[src/owm_pkg.sv]
`default_nettype none

package owm_pkg;

    localparam int COUNTER_BITS_DEF    = 10;
    localparam int SHORT_LOW_TICKS_DEF = 1;

    localparam int CFG_IDX_W  = 3;
    localparam int CFG_DATA_W = 10;

    localparam int QUEUE_DEPTH = 4;
    localparam int QPTR_W      = 2;
    localparam int QCNT_W      = 3;

    localparam logic [9:0] RESET_LOW_DEF     = 10'd500;
    localparam logic [7:0] PRESENCE_WAIT_DEF = 8'd65;
    localparam logic [9:0] RESET_TAIL_DEF    = 10'd480;
    localparam logic [6:0] ZERO_LOW_DEF      = 7'd63;
    localparam logic [6:0] WRITE_SLOT_DEF    = 7'd64;
    localparam logic [6:0] WRITE_GAP_DEF     = 7'd5;
    localparam logic [3:0] READ_SAMPLE_DEF   = 4'd2;
    localparam logic [6:0] READ_SLOT_DEF     = 7'd37;

    localparam logic [6:0] MIN_SLOT_TICKS = 7'd3;
    localparam logic [6:0] MIN_ZERO_LOW   = 7'd2;

    typedef enum logic [1:0] {
        MODE_NONE  = 2'd0,
        MODE_RESET = 2'd1,
        MODE_WRITE = 2'd2,
        MODE_READ  = 2'd3
    } mode_t;

    typedef enum logic [CFG_IDX_W-1:0] {
        CFG_RESET_LOW     = 3'd0,
        CFG_PRESENCE_WAIT = 3'd1,
        CFG_RESET_TAIL    = 3'd2,
        CFG_ZERO_LOW      = 3'd3,
        CFG_WRITE_SLOT    = 3'd4,
        CFG_WRITE_GAP     = 3'd5,
        CFG_READ_SAMPLE   = 3'd6,
        CFG_READ_SLOT     = 3'd7
    } cfg_idx_t;

    typedef enum logic [2:0] {
        PH_IDLE       = 3'd0,
        PH_RST_LOW    = 3'd1,
        PH_RST_WAIT   = 3'd2,
        PH_RST_SAMPLE = 3'd3,
        PH_RST_TAIL   = 3'd4,
        PH_WR_BIT     = 3'd5,
        PH_WR_GAP     = 3'd6,
        PH_RD_BIT     = 3'd7
    } phase_t;

    // one queued tick: command, write byte and bus sample
    typedef struct packed {
        mode_t      cmd;
        logic [7:0] wdata;
        logic       line;
    } tick_word_t;

endpackage

`default_nettype wire

[src/owm_front.sv]
`default_nettype none

module owm_front
    import owm_pkg::*;
(
    input  wire logic       clk,
    input  wire logic       rst_n,
    input  wire logic       in_valid,
    output logic            in_stall,
    input  wire logic [1:0] mode,
    input  wire logic [7:0] write_data,
    input  wire logic       line_level,
    output logic            q_valid,
    output tick_word_t      q_word,
    input  wire logic       q_pop
);

    tick_word_t          queue_reg [QUEUE_DEPTH];
    logic [QPTR_W-1:0]   wptr_reg, wptr_next;
    logic [QPTR_W-1:0]   rptr_reg, rptr_next;
    logic [QCNT_W-1:0]   count_reg, count_next;
    logic                push;
    tick_word_t          word_in;

    assign in_stall = (count_reg == QCNT_W'(QUEUE_DEPTH));
    assign push     = in_valid && !in_stall;
    assign q_valid  = (count_reg != '0);
    assign q_word   = queue_reg[rptr_reg];

    always_comb
    begin
        word_in.cmd   = mode_t'(mode);
        word_in.wdata = write_data;
        word_in.line  = line_level;
        wptr_next  = push  ? wptr_reg + 1'b1 : wptr_reg;
        rptr_next  = q_pop ? rptr_reg + 1'b1 : rptr_reg;
        count_next = count_reg;
        if (push && !q_pop)
        begin
            count_next = count_reg + 1'b1;
        end
        else if (!push && q_pop)
        begin
            count_next = count_reg - 1'b1;
        end
    end

    always_ff @(posedge clk or negedge rst_n)
    begin
        if (!rst_n)
        begin
            wptr_reg  <= '0;
            rptr_reg  <= '0;
            count_reg <= '0;
        end
        else
        begin
            wptr_reg  <= wptr_next;
            rptr_reg  <= rptr_next;
            count_reg <= count_next;
        end
    end

    always_ff @(posedge clk)
    begin
        if (push)
        begin
            queue_reg[wptr_reg] <= word_in;
        end
    end

endmodule

`default_nettype wire

[src/owm_engine.sv]
`default_nettype none

module owm_engine
    import owm_pkg::*;
#(
    parameter int COUNTER_BITS    = COUNTER_BITS_DEF,
    parameter int SHORT_LOW_TICKS = SHORT_LOW_TICKS_DEF
)
(
    input  wire logic                  clk,
    input  wire logic                  rst_n,
    input  wire logic                  cfg_we,
    input  wire logic [CFG_IDX_W-1:0]  cfg_index,
    input  wire logic [CFG_DATA_W-1:0] cfg_data,
    input  wire logic                  q_valid,
    input  wire tick_word_t            q_word,
    output logic                       q_pop,
    output logic                       out_valid,
    input  wire logic                  out_stall,
    output logic                       drive_low,
    output logic                       busy_res,
    output logic                       done_res,
    output logic                       presence,
    output logic [7:0]                 read_data,
    output logic                       rejected
);

    localparam int CB = COUNTER_BITS;
    localparam int EW = (COUNTER_BITS > CFG_DATA_W) ? COUNTER_BITS : CFG_DATA_W;

    // timing registers
    logic [9:0] rst_low_reg, rst_tail_reg;
    logic [7:0] pres_wait_reg;
    logic [6:0] zero_low_reg, wr_slot_reg, wr_gap_reg, rd_slot_reg;
    logic [3:0] rd_samp_reg;

    // bus state
    phase_t       phase_reg, phase_next;
    logic [CB-1:0] tick_reg, tick_next;
    logic [2:0]   bit_reg, bit_next;
    logic [7:0]   shift_reg, shift_next;
    logic         pres_reg, pres_next;

    // result word
    logic       out_valid_reg;
    logic       drive_reg, drive_next;
    logic       busy_reg, busy_next;
    logic       done_reg, done_next;
    logic [7:0] rdata_reg, rdata_next;
    logic       rej_reg, rej_next;

    logic          advance;
    logic          bit_end;
    logic          wr_lsb;
    logic [CB-1:0] rst_low_len, pres_wait_len, rst_tail_len;
    logic [EW-1:0] rst_low_ext, rst_tail_ext;
    logic [6:0]    wr_slot, wr_low, rd_slot, rd_low, rd_samp, zero_low, rd_samp_lo;
    logic [CB-1:0] tick_inc;

    assign advance   = q_valid && (!out_valid_reg || !out_stall);
    assign q_pop     = advance;
    assign out_valid = out_valid_reg;
    assign drive_low = drive_reg;
    assign busy_res  = busy_reg;
    assign done_res  = done_reg;
    assign presence  = pres_reg;
    assign read_data = rdata_reg;
    assign rejected  = rej_reg;

    // slot geometry, clamped as the bus timing requires
    always_comb
    begin
        rst_low_ext   = EW'(rst_low_reg);
        rst_tail_ext  = EW'(rst_tail_reg);
        rst_low_len   = (rst_low_ext[CB-1:0] == '0) ? CB'(1) : rst_low_ext[CB-1:0];
        rst_tail_len  = rst_tail_ext[CB-1:0];
        pres_wait_len = (pres_wait_reg == '0) ? CB'(1) : CB'(pres_wait_reg);

        // a write starting this tick takes its first bit straight from the word
        wr_lsb   = (phase_reg == PH_IDLE && q_word.cmd == MODE_WRITE) ? q_word.wdata[0]
                                                                      : shift_reg[0];
        wr_slot  = (wr_slot_reg < MIN_SLOT_TICKS) ? MIN_SLOT_TICKS : wr_slot_reg;
        zero_low = (zero_low_reg < MIN_ZERO_LOW) ? MIN_ZERO_LOW : zero_low_reg;
        wr_low   = wr_lsb ? 7'(SHORT_LOW_TICKS) : zero_low;
        if (wr_low > wr_slot - 7'd1)
        begin
            wr_low = wr_slot - 7'd1;
        end

        rd_slot = (rd_slot_reg < MIN_SLOT_TICKS) ? MIN_SLOT_TICKS : rd_slot_reg;
        rd_low  = 7'(SHORT_LOW_TICKS);
        if (rd_low > rd_slot - 7'd1)
        begin
            rd_low = rd_slot - 7'd1;
        end
        rd_samp_lo = (7'(rd_samp_reg) < rd_low) ? rd_low : 7'(rd_samp_reg);
        rd_samp    = (rd_samp_lo > rd_slot - 7'd1) ? rd_slot - 7'd1 : rd_samp_lo;
    end

    // one bus tick
    always_comb
    begin
        phase_next = phase_reg;
        tick_next  = tick_reg;
        bit_next   = bit_reg;
        shift_next = shift_reg;
        pres_next  = pres_reg;
        drive_next = 1'b0;
        busy_next  = 1'b0;
        done_next  = 1'b0;
        rdata_next = 8'd0;
        rej_next   = 1'b0;
        bit_end    = 1'b0;
        tick_inc   = '0;

        if (q_word.cmd != MODE_NONE)
        begin
            if (phase_reg != PH_IDLE)
            begin
                rej_next = 1'b1;
            end
            else
            begin
                tick_next = '0;
                bit_next  = '0;
                case (q_word.cmd)
                    MODE_RESET:
                    begin
                        phase_next = PH_RST_LOW;
                        tick_next  = rst_low_len;
                    end
                    MODE_WRITE:
                    begin
                        phase_next = PH_WR_BIT;
                        shift_next = q_word.wdata;
                    end
                    default:
                    begin
                        phase_next = PH_RD_BIT;
                        shift_next = 8'd0;
                    end
                endcase
            end
        end

        if (phase_next != PH_IDLE)
        begin
            busy_next = 1'b1;
            tick_inc  = tick_next + 1'b1;
            case (phase_next)
                PH_RST_LOW:
                begin
                    drive_next = 1'b1;
                    tick_next  = tick_next - 1'b1;
                    if (tick_next == '0)
                    begin
                        phase_next = PH_RST_WAIT;
                        tick_next  = pres_wait_len;
                    end
                end
                PH_RST_WAIT:
                begin
                    tick_next = tick_next - 1'b1;
                    if (tick_next == '0)
                    begin
                        phase_next = PH_RST_SAMPLE;
                    end
                end
                PH_RST_SAMPLE:
                begin
                    pres_next = !q_word.line;
                    tick_next = rst_tail_len;
                    if (rst_tail_len == '0)
                    begin
                        done_next = 1'b1;
                    end
                    else
                    begin
                        phase_next = PH_RST_TAIL;
                    end
                end
                PH_RST_TAIL:
                begin
                    tick_next = tick_next - 1'b1;
                    if (tick_next == '0)
                    begin
                        done_next = 1'b1;
                    end
                end
                PH_WR_BIT:
                begin
                    drive_next = (tick_next < CB'(wr_low));
                    tick_next  = tick_inc;
                    if (tick_inc >= CB'(wr_slot))
                    begin
                        tick_next = '0;
                        if (wr_gap_reg == '0)
                        begin
                            bit_end = 1'b1;
                        end
                        else
                        begin
                            phase_next = PH_WR_GAP;
                        end
                    end
                end
                PH_WR_GAP:
                begin
                    tick_next = tick_inc;
                    if (tick_inc >= CB'(wr_gap_reg))
                    begin
                        tick_next = '0;
                        bit_end   = 1'b1;
                    end
                end
                PH_RD_BIT:
                begin
                    drive_next = (tick_next < CB'(rd_low));
                    if (tick_next == CB'(rd_samp))
                    begin
                        shift_next = {q_word.line, shift_next[7:1]};
                    end
                    tick_next = tick_inc;
                    if (tick_inc >= CB'(rd_slot))
                    begin
                        tick_next = '0;
                        if (bit_next == 3'd7)
                        begin
                            done_next  = 1'b1;
                            rdata_next = shift_next;
                        end
                        else
                        begin
                            bit_next = bit_next + 3'd1;
                        end
                    end
                end
                default:
                begin
                    busy_next = 1'b0;
                end
            endcase

            if (bit_end)
            begin
                shift_next = {1'b0, shift_next[7:1]};
                if (bit_next == 3'd7)
                begin
                    done_next = 1'b1;
                end
                else
                begin
                    bit_next   = bit_next + 3'd1;
                    phase_next = PH_WR_BIT;
                end
            end

            if (done_next)
            begin
                phase_next = PH_IDLE;
                tick_next  = '0;
                bit_next   = '0;
            end
        end
    end

    always_ff @(posedge clk or negedge rst_n)
    begin
        if (!rst_n)
        begin
            rst_low_reg   <= RESET_LOW_DEF;
            pres_wait_reg <= PRESENCE_WAIT_DEF;
            rst_tail_reg  <= RESET_TAIL_DEF;
            zero_low_reg  <= ZERO_LOW_DEF;
            wr_slot_reg   <= WRITE_SLOT_DEF;
            wr_gap_reg    <= WRITE_GAP_DEF;
            rd_samp_reg   <= READ_SAMPLE_DEF;
            rd_slot_reg   <= READ_SLOT_DEF;
        end
        else if (cfg_we)
        begin
            case (cfg_idx_t'(cfg_index))
                CFG_RESET_LOW:     rst_low_reg   <= cfg_data[9:0];
                CFG_PRESENCE_WAIT: pres_wait_reg <= cfg_data[7:0];
                CFG_RESET_TAIL:    rst_tail_reg  <= cfg_data[9:0];
                CFG_ZERO_LOW:      zero_low_reg  <= cfg_data[6:0];
                CFG_WRITE_SLOT:    wr_slot_reg   <= cfg_data[6:0];
                CFG_WRITE_GAP:     wr_gap_reg    <= cfg_data[6:0];
                CFG_READ_SAMPLE:   rd_samp_reg   <= cfg_data[3:0];
                CFG_READ_SLOT:     rd_slot_reg   <= cfg_data[6:0];
                default:           rd_slot_reg   <= rd_slot_reg;
            endcase
        end
    end

    always_ff @(posedge clk or negedge rst_n)
    begin
        if (!rst_n)
        begin
            phase_reg     <= PH_IDLE;
            tick_reg      <= '0;
            bit_reg       <= '0;
            shift_reg     <= '0;
            pres_reg      <= 1'b0;
            out_valid_reg <= 1'b0;
        end
        else
        begin
            if (advance)
            begin
                phase_reg <= phase_next;
                tick_reg  <= tick_next;
                bit_reg   <= bit_next;
                shift_reg <= shift_next;
                pres_reg  <= pres_next;
            end
            if (advance)
            begin
                out_valid_reg <= 1'b1;
            end
            else if (!out_stall)
            begin
                out_valid_reg <= 1'b0;
            end
        end
    end

    // presence is carried by pres_reg, which only moves with the result word
    always_ff @(posedge clk)
    begin
        if (advance)
        begin
            drive_reg <= drive_next;
            busy_reg  <= busy_next;
            done_reg  <= done_next;
            rdata_reg <= rdata_next;
            rej_reg   <= rej_next;
        end
    end

endmodule

`default_nettype wire

[src/one_wire_bus_master.sv]
// A word accepted into the queue is popped by the engine into the result register, which
// drives the outputs. Throughput: one word per cycle unless out_stall holds the result;
// the bus tick engine steps once per word.
// A four-entry queue sits in front of the engine, one result register behind it.
// Reset (rst_n low, asynchronous) empties the queue and result register, sets the
// bus idle with presence 0 and loads the timing registers with their defaults.
`default_nettype none

module one_wire_bus_master
    import owm_pkg::*;
#(
    parameter int COUNTER_BITS    = COUNTER_BITS_DEF,
    parameter int SHORT_LOW_TICKS = SHORT_LOW_TICKS_DEF
)
(
    input  wire logic                  clk,
    input  wire logic                  rst_n,
    input  wire logic                  cfg_we,
    input  wire logic [CFG_IDX_W-1:0]  cfg_index,
    input  wire logic [CFG_DATA_W-1:0] cfg_data,
    input  wire logic                  in_valid,
    output logic                       in_stall,
    input  wire logic [1:0]            mode,
    input  wire logic [7:0]            write_data,
    input  wire logic                  line_level,
    output logic                       out_valid,
    input  wire logic                  out_stall,
    output logic                       drive_low,
    output logic                       busy_res,
    output logic                       done_res,
    output logic                       presence,
    output logic [7:0]                 read_data,
    output logic                       rejected
);

    logic       q_valid;
    logic       q_pop;
    tick_word_t q_word;

    owm_front u_front (
        .clk        (clk),
        .rst_n      (rst_n),
        .in_valid   (in_valid),
        .in_stall   (in_stall),
        .mode       (mode),
        .write_data (write_data),
        .line_level (line_level),
        .q_valid    (q_valid),
        .q_word     (q_word),
        .q_pop      (q_pop)
    );

    owm_engine #(
        .COUNTER_BITS    (COUNTER_BITS),
        .SHORT_LOW_TICKS (SHORT_LOW_TICKS)
    ) u_engine (
        .clk       (clk),
        .rst_n     (rst_n),
        .cfg_we    (cfg_we),
        .cfg_index (cfg_index),
        .cfg_data  (cfg_data),
        .q_valid   (q_valid),
        .q_word    (q_word),
        .q_pop     (q_pop),
        .out_valid (out_valid),
        .out_stall (out_stall),
        .drive_low (drive_low),
        .busy_res  (busy_res),
        .done_res  (done_res),
        .presence  (presence),
        .read_data (read_data),
        .rejected  (rejected)
    );

endmodule

`default_nettype wire

[config.mk]
export PLATFORM = sky130hd
export DESIGN_NAME = one_wire_bus_master
export DESIGN_NICKNAME = d
export VERILOG_FILES = /design/src/owm_pkg.sv /design/src/owm_front.sv /design/src/owm_engine.sv /design/src/one_wire_bus_master.sv
export SDC_FILE = /design/constraint.sdc
export NUM_CORES = 1
export LEC_CHECK = 0
export CAP_MARGIN = 25
export CORE_UTILIZATION = 60
export DETAILED_ROUTE_END_ITERATION = 7
export DONT_BUFFER_PORTS = 1
export PLACE_DENSITY = 0.88
export RECOVER_POWER = 50
export SETUP_SLACK_MARGIN = 0.05
export SLEW_MARGIN = 20
export SYNTH_ARGS = -nofsm -noshare
export SYNTH_HDL_FRONTEND = slang
export SYNTH_SLANG_ARGS = --single-unit
[constraint.sdc]
create_clock -name clk -period 7.95 [get_ports clk]
set_input_delay 0.795 -clock clk [delete_from_list [all_inputs] [get_ports clk]]
set_output_delay 0.795 -clock clk [all_outputs]
set_load 0.03 [all_outputs]
### After elaboration in Yosys (flattened, before gate mapping)

Memories as Yosys holds them, arrays and structs flattened.
Cells that the tools add are included.

| storage, ports and cells | value |
|---|---|
| flip-flop bits (word level) | 105 |
| bits in latches | 0 |
| RAM bits | 44 |
| memory bits (read-only) | 0 |
| input bits | 29 |
| output and inout port bits | 15 |
| logic and storage cells | 175 |
| memories | 1 |

| cells by class | value |
|---|---|
| $add $sub $neg | 10 |
| multipliers | 0 |
| divide/modulo/power cells | 0 |
| $lt $le $gt $ge | 12 |
| equal/unequal tests | 21 |
| shifts and indexed selects | 0 |
| mux-type cells | 73 |
| bitwise operators | 0 |
| reduce and logical (&&, ||, !) cells | 36 |

Memories:

| name | words | bits a word | rd ports | clocked after Yosys merged registers in | wr ports | line | text |
|---|---|---|---|---|---|---|---|
| u_front.queue_reg | 4 | 11 | 1 | 0 | 1 | owm_front.sv:18 | `tick_word_t queue_reg [QUEUE_DEPTH];` |

Operators by type and width:

| cell | count |
|---|---|
| two-way mux 10 bit | 10 |
| two-way mux 3 bit | 23 |
| case mux 10 bit (6 select lines) | 1 |
| two-way mux 7 bit | 8 |
| two-way mux 8 bit | 7 |
| equality test 3 bit, second input constant | 11 |
| greater-or-equal comparator 10 x 7 -> 1 bit | 3 |
| logical NOT 10 bit | 3 |
| less-than comparator 7 x 2 -> 1 bit, second input constant | 3 |
| less-than comparator 10 x 7 -> 1 bit | 2 |
| two-way mux 1 bit | 18 |
| case mux 8 bit (2 select lines) | 1 |
| AND reduction 2 bit | 8 |
| greater-than comparator 7 bit | 2 |
| subtractor 7 x 1 -> 7 bit, second input constant | 2 |
| equality test 3 x 2 -> 1 bit, second input constant | 4 |
| case mux 3 bit (4 select lines) | 1 |
| adder 10 x 1 -> 10 bit, second input constant | 1 |
| equality test 10 x 7 -> 1 bit | 1 |
| subtractor 10 x 1 -> 10 bit, second input constant | 1 |
| adder 3 x 1 -> 3 bit, second input constant | 3 |
| nonzero test 3 bit | 3 |
| logical NOT 8 bit | 1 |
| greater-than comparator 1 x 7 -> 1 bit, first input constant | 1 |
| 20 further kinds | 34 |

### Depth between registers and ports, before layout

| logic depth | value |
|---|---|
| word-level depth | 16 |
| mapped depth | 24 |
| gate-level depth less buffers | 21 |

### Cells and area by module

A second synthesis with hierarchy kept.

| unflattened totals | value |
|---|---|
| cell total of the unflattened synthesis | 907 |
| area, all modules | 9,618.0 um2 |

By module, submodules not included:

| module | instances | cells each | area an instance (um2) | sequential area each (um2) |
|---|---|---|---|---|
| owm_engine | 1 | 815 | 7,597.3 | 2,543.7 |
| owm_front | 1 | 92 | 2,020.7 | 1,496.4 |

### Worst setup path after synthesis

Ideal clock, no wire load.

| timing path | value |
|---|---|
| kind | reg-to-reg |
| start | register u_front.rptr_reg[0] |
| end | register u_engine.bit_reg[1] |
| library setup time | 0.125 ns |
| arrival time | 5.429 ns |
| required time | 7.825 ns |
| slack | 2.395 ns |
| stages on the path, launching flop included | 25 |
| buffers on the path | 5 |
| clock period less this slack | 5.555 ns |
| cells stage by stage | dfrtp_1 -> buf_1 -> mux4_2 -> inv_1 -> ha_1 -> buf_2 -> nor4_4 -> buf_4 -> buf_2 -> buf_1 -> nand2_1 -> o31ai_1 -> nand2_1 -> xnor2_1 -> ha_1 -> a21oi_1 -> o21a_1 -> o21ai_0 -> o21ai_0 -> xnor2_1 -> ha_1 -> inv_1 -> o21ai_0 -> mux2i_1 -> o21ai_1 |

| between the ends | value |
|---|---|
| word-level cells in the longest chain between the ends | 16 |
| elaborated cells between the ends (all ways) | 46 |
| classes of those cells | 4 x add/sub; 3 x order compare; 9 x eq/ne; 26 x mux; 3 x reduce/logical; 1 x memory |

Ends and longest elaborated chain:

| element | line | text |
|---|---|---|
| from (decl) | owm_front.sv:20 | `logic [QPTR_W-1:0] rptr_reg, rptr_next;` |
| from (signal assigned) | owm_front.sv:59 | `rptr_reg <= rptr_next;` |
| memory read (4 x 11 bit) * | n/a |  |
| parallel branches: the longest is 14 deep, another holds adder 10 x 1 -> 10 bit | n/a |  |
| two-way mux 3 bit * | owm_engine.sv:146 | `if (phase_next != PH_IDLE)` |
| to (signal assigned) | owm_engine.sv:313 | `bit_reg <= bit_next;` |
| to (decl) | owm_engine.sv:40 | `logic [2:0] bit_reg, bit_next;` |

Every way passes the cells marked *. The select of a mux whose other input is x is not followed.
A chain may end at the register's enable or synchronous reset.

### Worst setup path in the final report

Ends and elaborated chain as after synthesis.

==> results.md <==
- At the pin with the least slew margin, the transition time is 1.01 ns.
- The post-detailed-placement half-perimeter wirelength is 17,400 µm.
- Summing internal, switching and leakage power gives 4.57 mW.
- The number of setup buffers added after CTS is 0.
- The min-delay analysis places its worst path in the category primary input to async pin.
- Data on the critical path is required at its endpoint by 8.26 ns.
- The pre-antenna-repair detailed-routing pass consisted of 8 iterations.
- For the finished layout, the period the worst path requires is 6.62 ns.
- The normalized max-slew margin is 32.3%.
- The core area is 0.0154 mm².
- Synthesis produced a netlist whose cell count is 901.
- For this design the static power due to leakage is 4.27 nW.
- The cell type contributing the most total cell area after synthesis is sky130_fd_sc_hd__dfrtp_1.
- Of all nets on the critical path, the largest fanout is 29.
- The part of the Yosys area used for sequential elements is 42.0%.
- The routed layout has 7,617 vias.
- The maximum clock path buffer count is 2.
- The beginning of the worst register-to-register path is u_front.rptr_reg[0]$_DFFE_PN0P_.
- The run finished, with violations left.
- In the finished design, the share of the clock period the worst path needs comes to 83.3%.
- The reg-to-reg critical path endpoint is u_engine.bit_reg[1]$_DFFE_PN0P_.
- The number of cell instances on the worst register-to-register path is 20.
- The relative area change from synthesis to final layout is 8.68%.
- Sorting the synthesized cells by area gives the leading types as sky130_fd_sc_hd__dfrtp_1 (18%), sky130_fd_sc_hd__edfxtp_1 (17%), sky130_fd_sc_hd__ha_1 (8.6%).
- The vertical extent of the die is 129 µm.
- STA classifies the critical path startpoint as a flip-flop.
- In this run, synthesis inferred 56 flip-flops with an integrated enable.
- The number of DRC markers in iteration 0 is 988.
- For this run, asynchronously set or reset flops after synthesis account for 62.4%.
- By startpoint and endpoint, the worst setup path is classified as flip-flop to flip-flop.
- Sorting the synthesized cells by how often they occur yields sky130_fd_sc_hd__dfrtp_1 (68), sky130_fd_sc_hd__ha_1 (66), sky130_fd_sc_hd__nand2_1 (61), sky130_fd_sc_hd__mux2_2 (59), sky130_fd_sc_hd__edfxtp_1 (56).
- The number of warnings printed during yosys synthesis is 0.
- The total cell area at the placement stage is 0.00984 mm².
- The most used flip-flop cell after synthesis is sky130_fd_sc_hd__dfrtp_1.
- The number of buffers inserted during clock tree synthesis is 17.
- Data arrives at the worst endpoint at 6.94 ns.
- In the routed design, unresolved DRC markers number 3.
- Pin placement for this block handled 44 I/O pins.
- Timing would allow up to 0.151 GHz.
- Counting every sink on the clock net gives 149.
- The combinational share of power is 52.8%.
- Post-CTS repair changed the size of 0 cells.
- The number of global-route vias before repair was 7,348.
- The die outline area is 0.0165 mm².
- The routed via count divided by cell count is 6.75.
- Global routing used 32.0% of the available tracks.
- The row count is 45.
- With fillers left out, the area of the finished cells amounts to 0.0104 mm².
- The number of antenna violations at the first check in global routing is 0.
- VDD sags by at most 0.276 mV.
- For this block, the routed nets add up to 25,100 µm of wire.
- The worst setup slack before clock tree synthesis is 1.44 ns.
- The fraction of layout instances using a drive strength above 1 is 17.3%.
- Setup violations remaining at the end of the flow were counted as 0.
- The number of nets still failing antenna checks after routing is 0.
- The first global-routing pass estimated 39,900 µm of wire.
- The register with the most flip-flops in the layout has 44 of them.
- Dividing the synthesized area by the synthesized cell count gives 10.7 µm².
- The floorplan die width is 129 µm.
- The clock share of power is 18.1%.
- The total number of H-tree levels is 4.
- The switching power as a share of total power is 46.5%.
- The clock arrives with 0.00916 ns of skew.
- After synthesis, the largest area contributor takes up 17.7% of total cell area.
- The total negative setup slack is 0 ns.
- Hold is met by 0.0473 ns.
- For this run the aggregate overflow at the end of global routing stands at 0.
- The power per cell area is 438 mW/mm².
- The synthesized netlist contains 82 unique library cells.
- The total internal power is 2.45 mW.
- Summing every instance area after synthesis gives 0.00961 mm².
- By instance count, the leading cell after synthesis is sky130_fd_sc_hd__dfrtp_1.
- TritonCTS built the clock tree.
- The maximum number of pins on one net before global-route repair is 94.
- The number of nets in the layout is 1,000.
- The initial core utilization is 62.3%.
- The routed wirelength normalized by instance count is 22.2 µm.
- The clock reaches the later pin of the worst-skew pair after 0.44 ns.
- The final-report max-slew violation count is 0.
- Across all setup checks in the final design, the least slack found is 1.33 ns.
- The worst setup slack for register-to-register paths is 1.33 ns.
- The max capacitance violation total is 0.
- Clock-pin slew was measured on the worst setup and hold paths at 0.07 ns.
- The number of inserted diodes is 0.
- At the end of routability-driven placement, the weighted congestion stood at 1.00.
- The number of failing hold endpoints at the final stage is 0.
- The analysis attributes to net switching a power of 2.13 mW.
- The number of synthesized register bits is 149.
- The relative contribution of sequential cells to total power is 29.1%.
- Setup repair after global routing left no endpoint under its margin.
- The tree is rooted in a sky130_fd_sc_hd__clkbuf_16.
- After clock tree synthesis, the flow added hold-fix buffers numbering 0.
- The final reports fail on design-rule violations.
- The number of input and output port buffers inserted is 0.
- STA classifies the critical path endpoint as a flip-flop.
[power by group through the flow]
stage	sequential [mW]	clock, mW	combinational (mW)
floorplan	1.21	0	1.83
global placement	1.32	0	2.24
detailed placement	1.33	0	2.28
CTS	1.32	0.829	2.34
global route	1.36	0.855	2.60
finish	1.33	0.826	2.42
[worst max path at each step]
stage	from	endpoint	slack, ns
3_5_place_dp	u_front.rptr_reg[0]$_DFFE_PN0P_	u_engine.bit_reg[1]$_DFFE_PN0P_	1.44
2_1_floorplan	u_front.rptr_reg[0]$_DFFE_PN0P_	u_engine.bit_reg[1]$_DFFE_PN0P_	2.40
6_report	u_front.rptr_reg[0]$_DFFE_PN0P_	u_engine.bit_reg[1]$_DFFE_PN0P_	1.33
5_1_grt	u_front.rptr_reg[0]$_DFFE_PN0P_	u_engine.bit_reg[1]$_DFFE_PN0P_	0.86
3_3_place_gp	u_front.rptr_reg[0]$_DFFE_PN0P_	u_engine.bit_reg[1]$_DFFE_PN0P_	1.56
4_1_cts	u_front.rptr_reg[0]$_DFFE_PN0P_	u_engine.bit_reg[1]$_DFFE_PN0P_	1.42
[cells in the final DEF (no fill, tap or decap), drive strengths merged, types with 10 or more instances in the layout]
master  Yosys  final
nor4       16     16
nand2b     10     10
a211oi     11     11
nor2       47     47
mux2i      21     21
nand2      61     61
mux4       11     11
ha         66     66
dfrtp      68     68
a21oi      38     38
a21o       17     17
o21ai      49     49
conb        2     11
a31oi      11     11
buf        14     10
and2       21     21
mux2       60     60
inv        44     52
nor3       24     24
edfxtp     56     56
nand3      19     19
dfstp      25     25
xnor2      24     24
clkbuf     22     18
[layer usage]
layer	vias to the layer above	share of wire, %	GRT usage (%)
li1	3401	-	-
met1	3663	41	43.1
met2	449	45	48.1
met3	102	9.7	8.23
met4	2	4.3	16.0
met5	-	0.16	1.76
[logic make-up after synthesis]
kind of cell	share of synthesized area (%)
buf+inv	3.34
other cells	0.0781
xor+xnor	3.01
flops	42.0
compound gates	16.3
mux	11.8
fa+ha+maj	8.80
simple gates	14.6
[critical path, stage by stage (launching register included)]
cell and delay [ns]:
sky130_fd_sc_hd__dfrtp_1 0.80, sky130_fd_sc_hd__mux4_2 0.61, sky130_fd_sc_hd__inv_1 0.12, sky130_fd_sc_hd__ha_1 0.81
sky130_fd_sc_hd__nand2_1 0.11, sky130_fd_sc_hd__o21a_1 0.39, sky130_fd_sc_hd__inv_2 0.31, sky130_fd_sc_hd__ha_1 0.31
sky130_fd_sc_hd__nand2_1 0.10, sky130_fd_sc_hd__xnor2_1 0.41, sky130_fd_sc_hd__ha_1 0.23, sky130_fd_sc_hd__nand2_1 0.05
sky130_fd_sc_hd__o21a_1 0.18, sky130_fd_sc_hd__o21ai_0 0.52, sky130_fd_sc_hd__o21ai_0 0.25, sky130_fd_sc_hd__xnor2_1 0.28
sky130_fd_sc_hd__ha_1 0.23, sky130_fd_sc_hd__inv_1 0.06, sky130_fd_sc_hd__o21ai_0 0.41, sky130_fd_sc_hd__mux2i_1 0.24
sky130_fd_sc_hd__o21ai_1 0.07
[cell type report]
cell class,count,area [µm²]
clock buffer,17,425
clock inverter,15,183
fill,1090,4980
inverter,45,169
multi-input combinational,680,5290
sequential,149,4040
tap,211,264
timing repair buffer,11,76.3
[stage by stage]
step	std cells	utilization, %
floorplan	910	-
global placement	1095	63.7
detailed placement	1096	63.8
CTS	1128	67.7
global route	1128	67.7
finish	1128	67.7
Note: power is estimated with default switching activity, not from simulation.
